`config.mk`:
```
export PLATFORM = sky130hd
export DESIGN_NAME = bmp_rle_decoder_top
export DESIGN_NICKNAME = d
export VERILOG_FILES = /design/src/bmpr_pkg.sv /design/src/bmpr_cfg.sv /design/src/bmpr_parser.sv /design/src/bmp_rle_decoder_top.sv
export SDC_FILE = /design/constraint.sdc
export NUM_CORES = 1
export LEC_CHECK = 0
export BUFFER_PORTS_ARGS = -buffer_cell sky130_fd_sc_hd__buf_2
export CAP_MARGIN = 10
export CORE_ASPECT_RATIO = 2
export CORE_MARGIN = 5
export CORE_UTILIZATION = 40
export CTS_BUF_LIST = sky130_fd_sc_hd__clkbuf_2
export DETAILED_ROUTE_END_ITERATION = 8
export SYNTH_ARGS = -nofsm -noshare
export SYNTH_HDL_FRONTEND = slang
export SYNTH_SLANG_ARGS = --single-unit
```
`constraint.sdc`:
```
create_clock -name clk -period 5.05 [get_ports clk]
set_input_delay 1.01 -clock clk [delete_from_list [all_inputs] [get_ports clk]]
set_output_delay 1.01 -clock clk [all_outputs]
set_load 0.01 [all_outputs]
```
`src/bmpr_pkg.sv`:
```
// Shared types and constants for the BMP RLE8/RLE4 run decoder.
// No dependencies; imported by every module of the decoder.
package bmpr_pkg;

	// register indexes on the config port
	localparam logic [1:0] REG_NIBBLE_MODE  = 2'd0;
	localparam logic [1:0] REG_IMAGE_WIDTH  = 2'd1;
	localparam logic [1:0] REG_IMAGE_HEIGHT = 2'd2;

	localparam int CFG_DATA_W = 13;
	localparam int CFG_IDX_W  = 2;

	// escape codes following a zero count byte
	localparam logic [7:0] ESC_EOL   = 8'd0;
	localparam logic [7:0] ESC_EOB   = 8'd1;
	localparam logic [7:0] ESC_DELTA = 8'd2;

	localparam logic [7:0]  NIB_MASK    = 8'h0f;
	localparam logic [12:0] COL_SAT     = 13'd8191;
	localparam logic [11:0] OUT_COL_MAX = 12'd4095;
	localparam int          FIELD_CAP   = 4096;

	typedef enum logic [2:0] {
		PH_FIRST  = 3'd0,
		PH_SECOND = 3'd1,
		PH_ABS    = 3'd2,
		PH_PAD    = 3'd3,
		PH_DX     = 3'd4,
		PH_DY     = 3'd5,
		PH_DONE   = 3'd6
	} phase_t;

	typedef struct packed {
		logic [11:0] row;
		logic [11:0] start_column;
		logic [7:0]  run_length;
		logic [7:0]  first_index;
		logic [7:0]  second_index;
		logic        end_of_image;
		logic        overrun;
	} result_t;

	// decoder settings handed from the register block to the parser
	typedef struct packed {
		logic        nibble_mode;
		logic [12:0] eff_width;
		logic [11:0] row_init;
		logic        restart;
	} dec_cfg_t;

endpackage

```
`src/bmpr_cfg.sv`:
```
// Configuration registers of the RLE decoder: mode, width and height.
// Derives the clamped width and starting row; depends on bmpr_pkg.
module bmpr_cfg import bmpr_pkg::*; #(
	parameter int MAX_WIDTH  = 4096,
	parameter int MAX_HEIGHT = 4096
) (
	input  logic                  clk,
	input  logic                  arst_n,
	input  logic                  cfg_we,
	input  logic [CFG_IDX_W-1:0]  cfg_index,
	input  logic [CFG_DATA_W-1:0] cfg_data,
	output dec_cfg_t              dec_cfg
);

	localparam int W_CAP_I = (MAX_WIDTH < FIELD_CAP) ? MAX_WIDTH : FIELD_CAP;
	localparam int H_CAP_I = (MAX_HEIGHT < FIELD_CAP) ? MAX_HEIGHT : FIELD_CAP;
	localparam logic [12:0] W_CAP = 13'(W_CAP_I);
	localparam logic [12:0] H_CAP = 13'(H_CAP_I);

	logic        nibble_q;
	logic [12:0] width_q;
	logic [12:0] height_q;
	logic        restart_q;
	logic [12:0] eff_h;

	// register writes; any known index restarts the parser next cycle
	always_ff @(posedge clk or negedge arst_n) begin
		if (!arst_n) begin
			nibble_q  <= 1'b0;
			width_q   <= 13'd4096;
			height_q  <= 13'd4096;
			restart_q <= 1'b0;
		end else begin
			restart_q <= 1'b0;
			if (cfg_we) begin
				unique case (cfg_index)
					REG_NIBBLE_MODE: begin
						nibble_q  <= cfg_data[0];
						restart_q <= 1'b1;
					end
					REG_IMAGE_WIDTH: begin
						width_q   <= cfg_data;
						restart_q <= 1'b1;
					end
					REG_IMAGE_HEIGHT: begin
						height_q  <= cfg_data;
						restart_q <= 1'b1;
					end
					default: ;
				endcase
			end
		end
	end

	// clamp to the build limits and the 12-bit output fields
	always_comb begin
		eff_h                = (height_q > H_CAP) ? H_CAP : height_q;
		dec_cfg.nibble_mode  = nibble_q;
		dec_cfg.eff_width    = (width_q > W_CAP) ? W_CAP : width_q;
		dec_cfg.row_init     = (eff_h == 13'd0) ? 12'd0 : 12'(eff_h - 13'd1);
		dec_cfg.restart      = restart_q;
	end

endmodule

```
`src/bmpr_parser.sv`:
```
// Byte parser of the RLE decoder: escape handling, position tracking and
// run clipping for one stream byte per cycle in which fire is high; depends on bmpr_pkg.
module bmpr_parser import bmpr_pkg::*; #(
	parameter logic [11:0] ROW_RST = 12'd4095
) (
	input  logic       clk,
	input  logic       arst_n,
	input  dec_cfg_t   dec_cfg,
	input  logic       fire,
	input  logic [7:0] stream_byte,
	output logic       res_valid,
	output result_t    res
);

	phase_t      phase_q, phase_d;
	logic [7:0]  held_q, held_d;
	logic [7:0]  abs_left_q, abs_left_d;
	logic        parity_q, parity_d;
	logic [12:0] col_q, col_d;
	logic [11:0] row_q, row_d;
	logic [7:0]  dx_q, dx_d;

	logic        run_en;
	logic        eob;
	logic [7:0]  r_count;
	logic [7:0]  r_hi;
	logic [7:0]  r_lo;
	logic [7:0]  nib_hi;
	logic [7:0]  nib_lo;
	logic        col_past;
	logic [12:0] room;
	logic [7:0]  r_len;
	logic        r_ov;
	logic [13:0] run_sum;
	logic [12:0] col_run;
	logic [13:0] dx_sum;
	logic [12:0] col_dx;
	logic [7:0]  abs_n;

	assign nib_hi = (stream_byte >> 4) & NIB_MASK;
	assign nib_lo = stream_byte & NIB_MASK;

	// run source: encoded pair or one literal byte
	always_comb begin
		run_en  = 1'b0;
		eob     = 1'b0;
		r_count = 8'd0;
		abs_n   = (dec_cfg.nibble_mode && abs_left_q >= 8'd2) ? 8'd2 : 8'd1;
		r_hi    = dec_cfg.nibble_mode ? nib_hi : stream_byte;
		r_lo    = dec_cfg.nibble_mode ? nib_lo : stream_byte;
		unique case (phase_q)
			PH_SECOND: begin
				if (held_q != 8'd0) begin
					run_en  = 1'b1;
					r_count = held_q;
				end else if (stream_byte == ESC_EOB) begin
					eob = 1'b1;
				end
			end
			PH_ABS: begin
				run_en  = 1'b1;
				r_count = abs_n;
			end
			default: ;
		endcase
	end

	// clip against the row width, advance by the full count
	always_comb begin
		col_past = col_q >= dec_cfg.eff_width;
		room     = dec_cfg.eff_width - col_q;
		if (col_past) begin
			r_len = 8'd0;
			r_ov  = 1'b1;
		end else begin
			r_len = ({5'd0, r_count} < room) ? r_count : room[7:0];
			r_ov  = {5'd0, r_count} > room;
		end
		run_sum = {1'b0, col_q} + {6'd0, r_count};
		col_run = (run_sum > {1'b0, COL_SAT}) ? COL_SAT : run_sum[12:0];
		dx_sum  = {1'b0, col_q} + {6'd0, dx_q};
		col_dx  = (dx_sum > {1'b0, COL_SAT}) ? COL_SAT : dx_sum[12:0];
	end

	// next state
	always_comb begin
		phase_d    = phase_q;
		held_d     = held_q;
		abs_left_d = abs_left_q;
		parity_d   = parity_q;
		col_d      = col_q;
		row_d      = row_q;
		dx_d       = dx_q;
		unique case (phase_q)
			PH_FIRST: begin
				held_d  = stream_byte;
				phase_d = PH_SECOND;
			end
			PH_SECOND: begin
				phase_d = PH_FIRST;
				if (held_q != 8'd0) begin
					col_d = col_run;
				end else begin
					unique case (stream_byte)
						ESC_EOL: begin
							col_d = 13'd0;
							row_d = (row_q != 12'd0) ? row_q - 12'd1 : 12'd0;
						end
						ESC_EOB:   phase_d = PH_DONE;
						ESC_DELTA: phase_d = PH_DX;
						default: begin
							abs_left_d = stream_byte;
							parity_d   = 1'b0;
							phase_d    = PH_ABS;
						end
					endcase
				end
			end
			PH_ABS: begin
				parity_d   = ~parity_q;
				abs_left_d = (abs_left_q >= abs_n) ? abs_left_q - abs_n : 8'd0;
				col_d      = col_run;
				if (abs_left_d == 8'd0) begin
					phase_d = parity_d ? PH_PAD : PH_FIRST;
				end
			end
			PH_PAD: phase_d = PH_FIRST;
			PH_DX: begin
				dx_d    = stream_byte;
				phase_d = PH_DY;
			end
			PH_DY: begin
				col_d   = col_dx;
				row_d   = (row_q >= {4'd0, stream_byte}) ?
					row_q - {4'd0, stream_byte} : 12'd0;
				phase_d = PH_FIRST;
			end
			default: phase_d = PH_DONE;
		endcase
	end

	// result for this beat
	always_comb begin
		res_valid          = run_en || eob;
		res.row            = row_q;
		res.start_column   = (col_q > {1'b0, OUT_COL_MAX}) ? OUT_COL_MAX : col_q[11:0];
		res.run_length     = eob ? 8'd0 : r_len;
		res.first_index    = eob ? 8'd0 : r_hi;
		res.second_index   = eob ? 8'd0 : r_lo;
		res.end_of_image   = eob;
		res.overrun        = eob ? 1'b0 : r_ov;
	end

	// parser state registers
	always_ff @(posedge clk or negedge arst_n) begin
		if (!arst_n) begin
			phase_q    <= PH_FIRST;
			held_q     <= 8'd0;
			abs_left_q <= 8'd0;
			parity_q   <= 1'b0;
			col_q      <= 13'd0;
			row_q      <= ROW_RST;
			dx_q       <= 8'd0;
		end else if (dec_cfg.restart) begin
			phase_q    <= PH_FIRST;
			held_q     <= 8'd0;
			abs_left_q <= 8'd0;
			parity_q   <= 1'b0;
			col_q      <= 13'd0;
			row_q      <= dec_cfg.row_init;
			dx_q       <= 8'd0;
		end else if (fire) begin
			phase_q    <= phase_d;
			held_q     <= held_d;
			abs_left_q <= abs_left_d;
			parity_q   <= parity_d;
			col_q      <= col_d;
			row_q      <= row_d;
			dx_q       <= dx_d;
		end
	end

endmodule

```
`src/bmp_rle_decoder_top.sv`:
```
// BMP RLE8/RLE4 decoder: one compressed byte per cycle in, pixel run
// writes out. The decoder takes a stream byte every cycle unless stalled; a
// byte is held in an input register, parsed from there and its run (if any)
// is registered in the result register that drives the result port. The
// sustained rate is one byte per cycle when not stalled, set by the
// single parse step per byte. A full result register that is not taken
// stalls the input register and then the stream. A register write
// restarts the parser.
// Top level; depends on bmpr_pkg, bmpr_cfg and bmpr_parser.
module bmp_rle_decoder_top import bmpr_pkg::*; #(
	parameter int MAX_WIDTH  = 4096,
	parameter int MAX_HEIGHT = 4096
) (
	input  logic                  clk,
	input  logic                  arst_n,
	input  logic                  cfg_we,
	input  logic [CFG_IDX_W-1:0]  cfg_index,
	input  logic [CFG_DATA_W-1:0] cfg_data,
	input  logic                  stream_valid,
	output logic                  stream_ready,
	input  logic [7:0]            stream_byte,
	output logic                  result_valid,
	input  logic                  result_ready,
	output logic [11:0]           row,
	output logic [11:0]           start_column,
	output logic [7:0]            run_length,
	output logic [7:0]            first_index,
	output logic [7:0]            second_index,
	output logic                  end_of_image,
	output logic                  overrun
);

	localparam int H_CAP_I = (MAX_HEIGHT < FIELD_CAP) ? MAX_HEIGHT : FIELD_CAP;
	localparam logic [11:0] ROW_RST = 12'(H_CAP_I - 1);

	dec_cfg_t   dec_cfg;
	logic       vld_s1;
	logic [7:0] byte_s1;
	logic       consume;
	logic       res_valid;
	result_t    res;
	logic       out_vld_q;
	result_t    out_q;

	bmpr_cfg #(
		.MAX_WIDTH (MAX_WIDTH),
		.MAX_HEIGHT(MAX_HEIGHT)
	) u_cfg (
		.clk      (clk),
		.arst_n   (arst_n),
		.cfg_we   (cfg_we),
		.cfg_index(cfg_index),
		.cfg_data (cfg_data),
		.dec_cfg  (dec_cfg)
	);

	bmpr_parser #(
		.ROW_RST(ROW_RST)
	) u_parser (
		.clk        (clk),
		.arst_n     (arst_n),
		.dec_cfg    (dec_cfg),
		.fire       (consume),
		.stream_byte(byte_s1),
		.res_valid  (res_valid),
		.res        (res)
	);

	// held byte is parsed when the result register can take its beat
	// and waits out the restart cycle after a register write
	assign consume      = vld_s1 && !dec_cfg.restart && (!out_vld_q || result_ready);
	assign stream_ready = !vld_s1 || consume;

	// input register
	always_ff @(posedge clk or negedge arst_n) begin
		if (!arst_n) begin
			vld_s1 <= 1'b0;
		end else if (stream_ready) begin
			vld_s1 <= stream_valid;
		end
	end

	always_ff @(posedge clk) begin
		if (stream_valid && stream_ready) begin
			byte_s1 <= stream_byte;
		end
	end

	// result register
	always_ff @(posedge clk or negedge arst_n) begin
		if (!arst_n) begin
			out_vld_q <= 1'b0;
		end else if (consume) begin
			out_vld_q <= res_valid;
		end else if (result_ready) begin
			out_vld_q <= 1'b0;
		end
	end

	always_ff @(posedge clk) begin
		if (consume && res_valid) begin
			out_q <= res;
		end
	end

	assign result_valid = out_vld_q;
	assign row          = out_q.row;
	assign start_column = out_q.start_column;
	assign run_length   = out_q.run_length;
	assign first_index  = out_q.first_index;
	assign second_index = out_q.second_index;
	assign end_of_image = out_q.end_of_image;
	assign overrun      = out_q.overrun;

	// end marker carries no pixels and no clip flag
	a_eoi_empty: assert property (@(posedge clk) disable iff (!arst_n)
		result_valid && end_of_image |-> run_length == 8'd0 && !overrun)
		else $error("end marker with pixels or clip flag");

	// an unclipped run always writes at least one pixel
	a_run_nonzero: assert property (@(posedge clk) disable iff (!arst_n)
		result_valid && !end_of_image && !overrun |-> run_length != 8'd0)
		else $error("unclipped run of zero length");

	// a stalled input beat is kept until parsed
	a_s1_hold: assert property (@(posedge clk) disable iff (!arst_n)
		vld_s1 && !consume |=> vld_s1 && $stable(byte_s1))
		else $error("input register lost a stalled beat");

	// in 8-bit mode both indices of a run agree
	a_byte_mode_idx: assert property (@(posedge clk) disable iff (!arst_n)
		result_valid && !dec_cfg.nibble_mode |-> first_index == second_index)
		else $error("index mismatch in 8-bit mode");

endmodule
```
==> results_dict.tcl <==
set metrics [dict create \
    p_leak_nw 4.19 \
    grtUsageMet1 0.209 \
    synth.avg_cell_area_um2 9.55 \
    clock_path_buffers 2 \
    grt_pass1_vias 7533 \
    io_pins 80 \
    max_freq_mhz 241 \
    postSynth.asyncResetShare 0.606 \
    ys_top_cells_by_count "nor2_1 (93), nand2_1 (81), dfrtp_1 (69), a21oi_1 (61), o21ai_0 (55)" \
    area_growth_pct 9.29 \
    cpPeakStageDelay_ns 0.71 \
    total_power_w 0.00426 \
    die_w_um 115 \
    core-area_mm2 0.0220 \
    mappedNetlistNets 1011 \
    postRouteAntennaNets 0 \
    post-route-drc-count 0 \
    pre_cts_slack_ns 0.925 \
    stdcell_count 1283 \
    gr-usage-met2 0.404 \
    hold_viol 0 \
    synthTopCellsByArea "dfrtp_1 (19%), edfxtp_1 (18%), ha_1 (7.1%)" \
    viasPerCell 5.78 \
    syn_inst 928 \
    synth_top_cell_by_area "dfrtp_1" \
    timing.final.max_slew_violations 0 \
    slowest_stage "dfstp_2" \
    setup_ws_ns 0.906 \
    cts_hold_buf 0 \
    drtPass1Iterations 7 \
    drive_gt1_frac 0.191 \
    path_cells "nand2b_1 -> ha_1 -> inv_1 -> fa_1 -> nand3_1 -> nand2_1 -> a21o_1 -> a21oi_1 -> xor2_1 -> ha_1 -> o21ai_0 -> nor2_1 -> o21ai_0 -> nor4_2 -> o2111ai_2 -> mux2_2 -> nor2_1" \
    powerDensity_mw_per_mm2 440 \
    use_met3 0.0348 \
    ys_seq_area_frac 0.419 \
    cts_resized 0 \
    grt_pass1_wl_um 41100 \
    insertion_delay_ns 0.77 \
    postCtsSetupBuffers 0 \
    clkTransAtPathRegs_ns 0.22 \
    synth_top_area_share 0.195 \
    fill_cells 2246 \
    start_kind "register" \
    dp_cells 1250 \
    cts-htree-levels 4 \
    critPathRequiredTime_ns 5.70 \
    status "complete, no violations" \
    overflow 0 \
    syn_area_mm2 0.00886 \
    ys_warn_count 0 \
    worst-slew-pin-transition_ns 0.907 \
    ys_types 87 \
    nets 1076 \
    fin_crit_ns 4.14 \
    setup_tns_ns 0 \
    clock_skew_ns 0.0361 \
    synth-main-ff-cell "dfrtp_1" \
    top_usage_layer "met2" \
    synth.ff_latch_count 137 \
    initial_core_util 0.403 \
    drt_iter0_drc 470 \
    peakVddDrop_mv 0.208 \
    num_vias 7419 \
    grt_max_degree 47 \
    maxSlewHeadroom 0.395 \
    io_buffers 79 \
    die_height_um 220 \
    dieArea_mm2 0.0254 \
    setup_viol 0 \
    critical_path.endpoint_type "register" \
    hold_class "input port to async pin" \
    period_share 0.821 \
    antenna_found_initial 1 \
    grt.total_usage 0.213 \
    rsz0062_at_grt "false" \
    place_congestion 0.954 \
    placement_rows 77 \
    crit_type "register to register" \
    r2r_setup_slack_ns 0.91 \
    cap_violations 0 \
    synth_edf_count 54 \
    path_max_fanout 16 \
    numCtsBuffers 17 \
    wl_per_cell_um 20.4 \
    yosysMostFrequentCell "nor2_1" \
    crit_arrival_ns 4.79 \
    cts_root_buf "clkbuf_2" \
    wirelength_um 26200 \
    dp_hpwl_um 20400 \
    clock_sinks 137 \
    cts_tree "done" \
]
per-stage QoR:
stage / hold slack (ns) / utilization / cell area [um^2]
floorplan: 0.471 / - / 8860
global placement: 0.487 / 0.430 / 9460
detailed placement: 0.503 / 0.430 / 9460
CTS: 0.202 / 0.441 / 9680
global route: 0.194 / 0.441 / 9680
finish: 0.266 / 0.441 / 9680
routing by layer:
layer	vias up	share of wire
li1	3536	-
met1	3590	0.34
met2	218	0.57
met3	75	0.036
met4	0	0.059
met5	-	0
cell families (layout without fill, tap and decap cells):
family / Yosys count / in the layout / synth area share
AND/OR/NAND/NOR: 328 / 328 / 0.186
AO/OA/AOI/OAI: 258 / 258 / 0.196
flip-flops: 137 / 137 / 0.419
buffers and inverters: 84 / 162 / 0.0419
adder cells (fa/ha/maj): 55 / 55 / 0.0819
multiplexers: 35 / 35 / 0.0438
XOR/XNOR: 31 / 31 / 0.0306
other: 0 / 1 / 0
layout make-up:
cell class	instances	area (um^2)	area share
Antenna cell	1	2.50	0.000258
Clock buffer	20	100	0.0103
Clock inverter	12	124	0.0128
Inverter	44	165	0.0171
Multi-Input combinational cell	707	4780	0.494
Sequential cell	137	3720	0.384
Tap cell	276	345	0.0357
Timing Repair Buffer	86	450	0.0465
critical path: cells and delay by family, from the launching register on:
kind                       cells  cell delay, ns
xor gates and xnor gates       1            0.24
AOI/OAI and AO/OA              5            0.96
buffers and inverters          1            0.05
muxes                          1            0.40
DFF                            1            0.71
and+or+nand+nor                6            0.86
adders and majority gates      3            0.80
cells in the final DEF (no fill, tap or decap), drive strengths merged, types with 7 or more instances in the layout:
master	count
o22ai	12
nand2b	16
or4	8
nor2b	20
o21a	11
nand2	81
edfxtp	54
nor3	34
or2	8
inv	48
a211oi	19
and3	10
ha	50
nor2	95
a21o	18
mux2	30
dfstp	14
o21ai	60
buf	86
nor4	10
dfrtp	69
nand3	15
clkbuf	20
a21oi	61
xnor2	24
o211ai	9
nand4	9
xor2	7
power by group:
group | switching (W) | internal, W
Combinational | 0.00116 | 0.000762
Clock | 0.000422 | 0.000232
Sequential | 0.000238 | 0.00145
Total | 0.00182 | 0.00244
path summary, 6_finish.rpt:
path,startpoint,endpoint,depth (start not counted)
worst max-delay path,u_cfg.width_q[12]$_DFFE_PN1P_,run_length[3]$_SDFFCE_PP0P_,17
worst min-delay path,arst_n,u_parser.held_q[7]$_DFFE_PN0P_,1
worst max register to register,u_cfg.width_q[12]$_DFFE_PN1P_,run_length[3]$_SDFFCE_PP0P_,17
worst min register to register,u_cfg.width_q[3]$_DFFE_PN0P_,u_cfg.width_q[3]$_DFFE_PN0P_,1
max in group asynchronous,arst_n,u_parser.row_q[8]$_DFFE_PN1P_,2
min in group clk,stream_byte[0],byte_s1[0]$_DFFE_PP_,1
registers in the layout (all words and copies together) (netlist names), 12 cells and up:
signal and cells:
start_column 12, u_cfg.width_q 13, u_parser.col_q 13, u_parser.row_q 12, row 12, u_cfg.height_q 13
(Power assumes the default switching activity.)
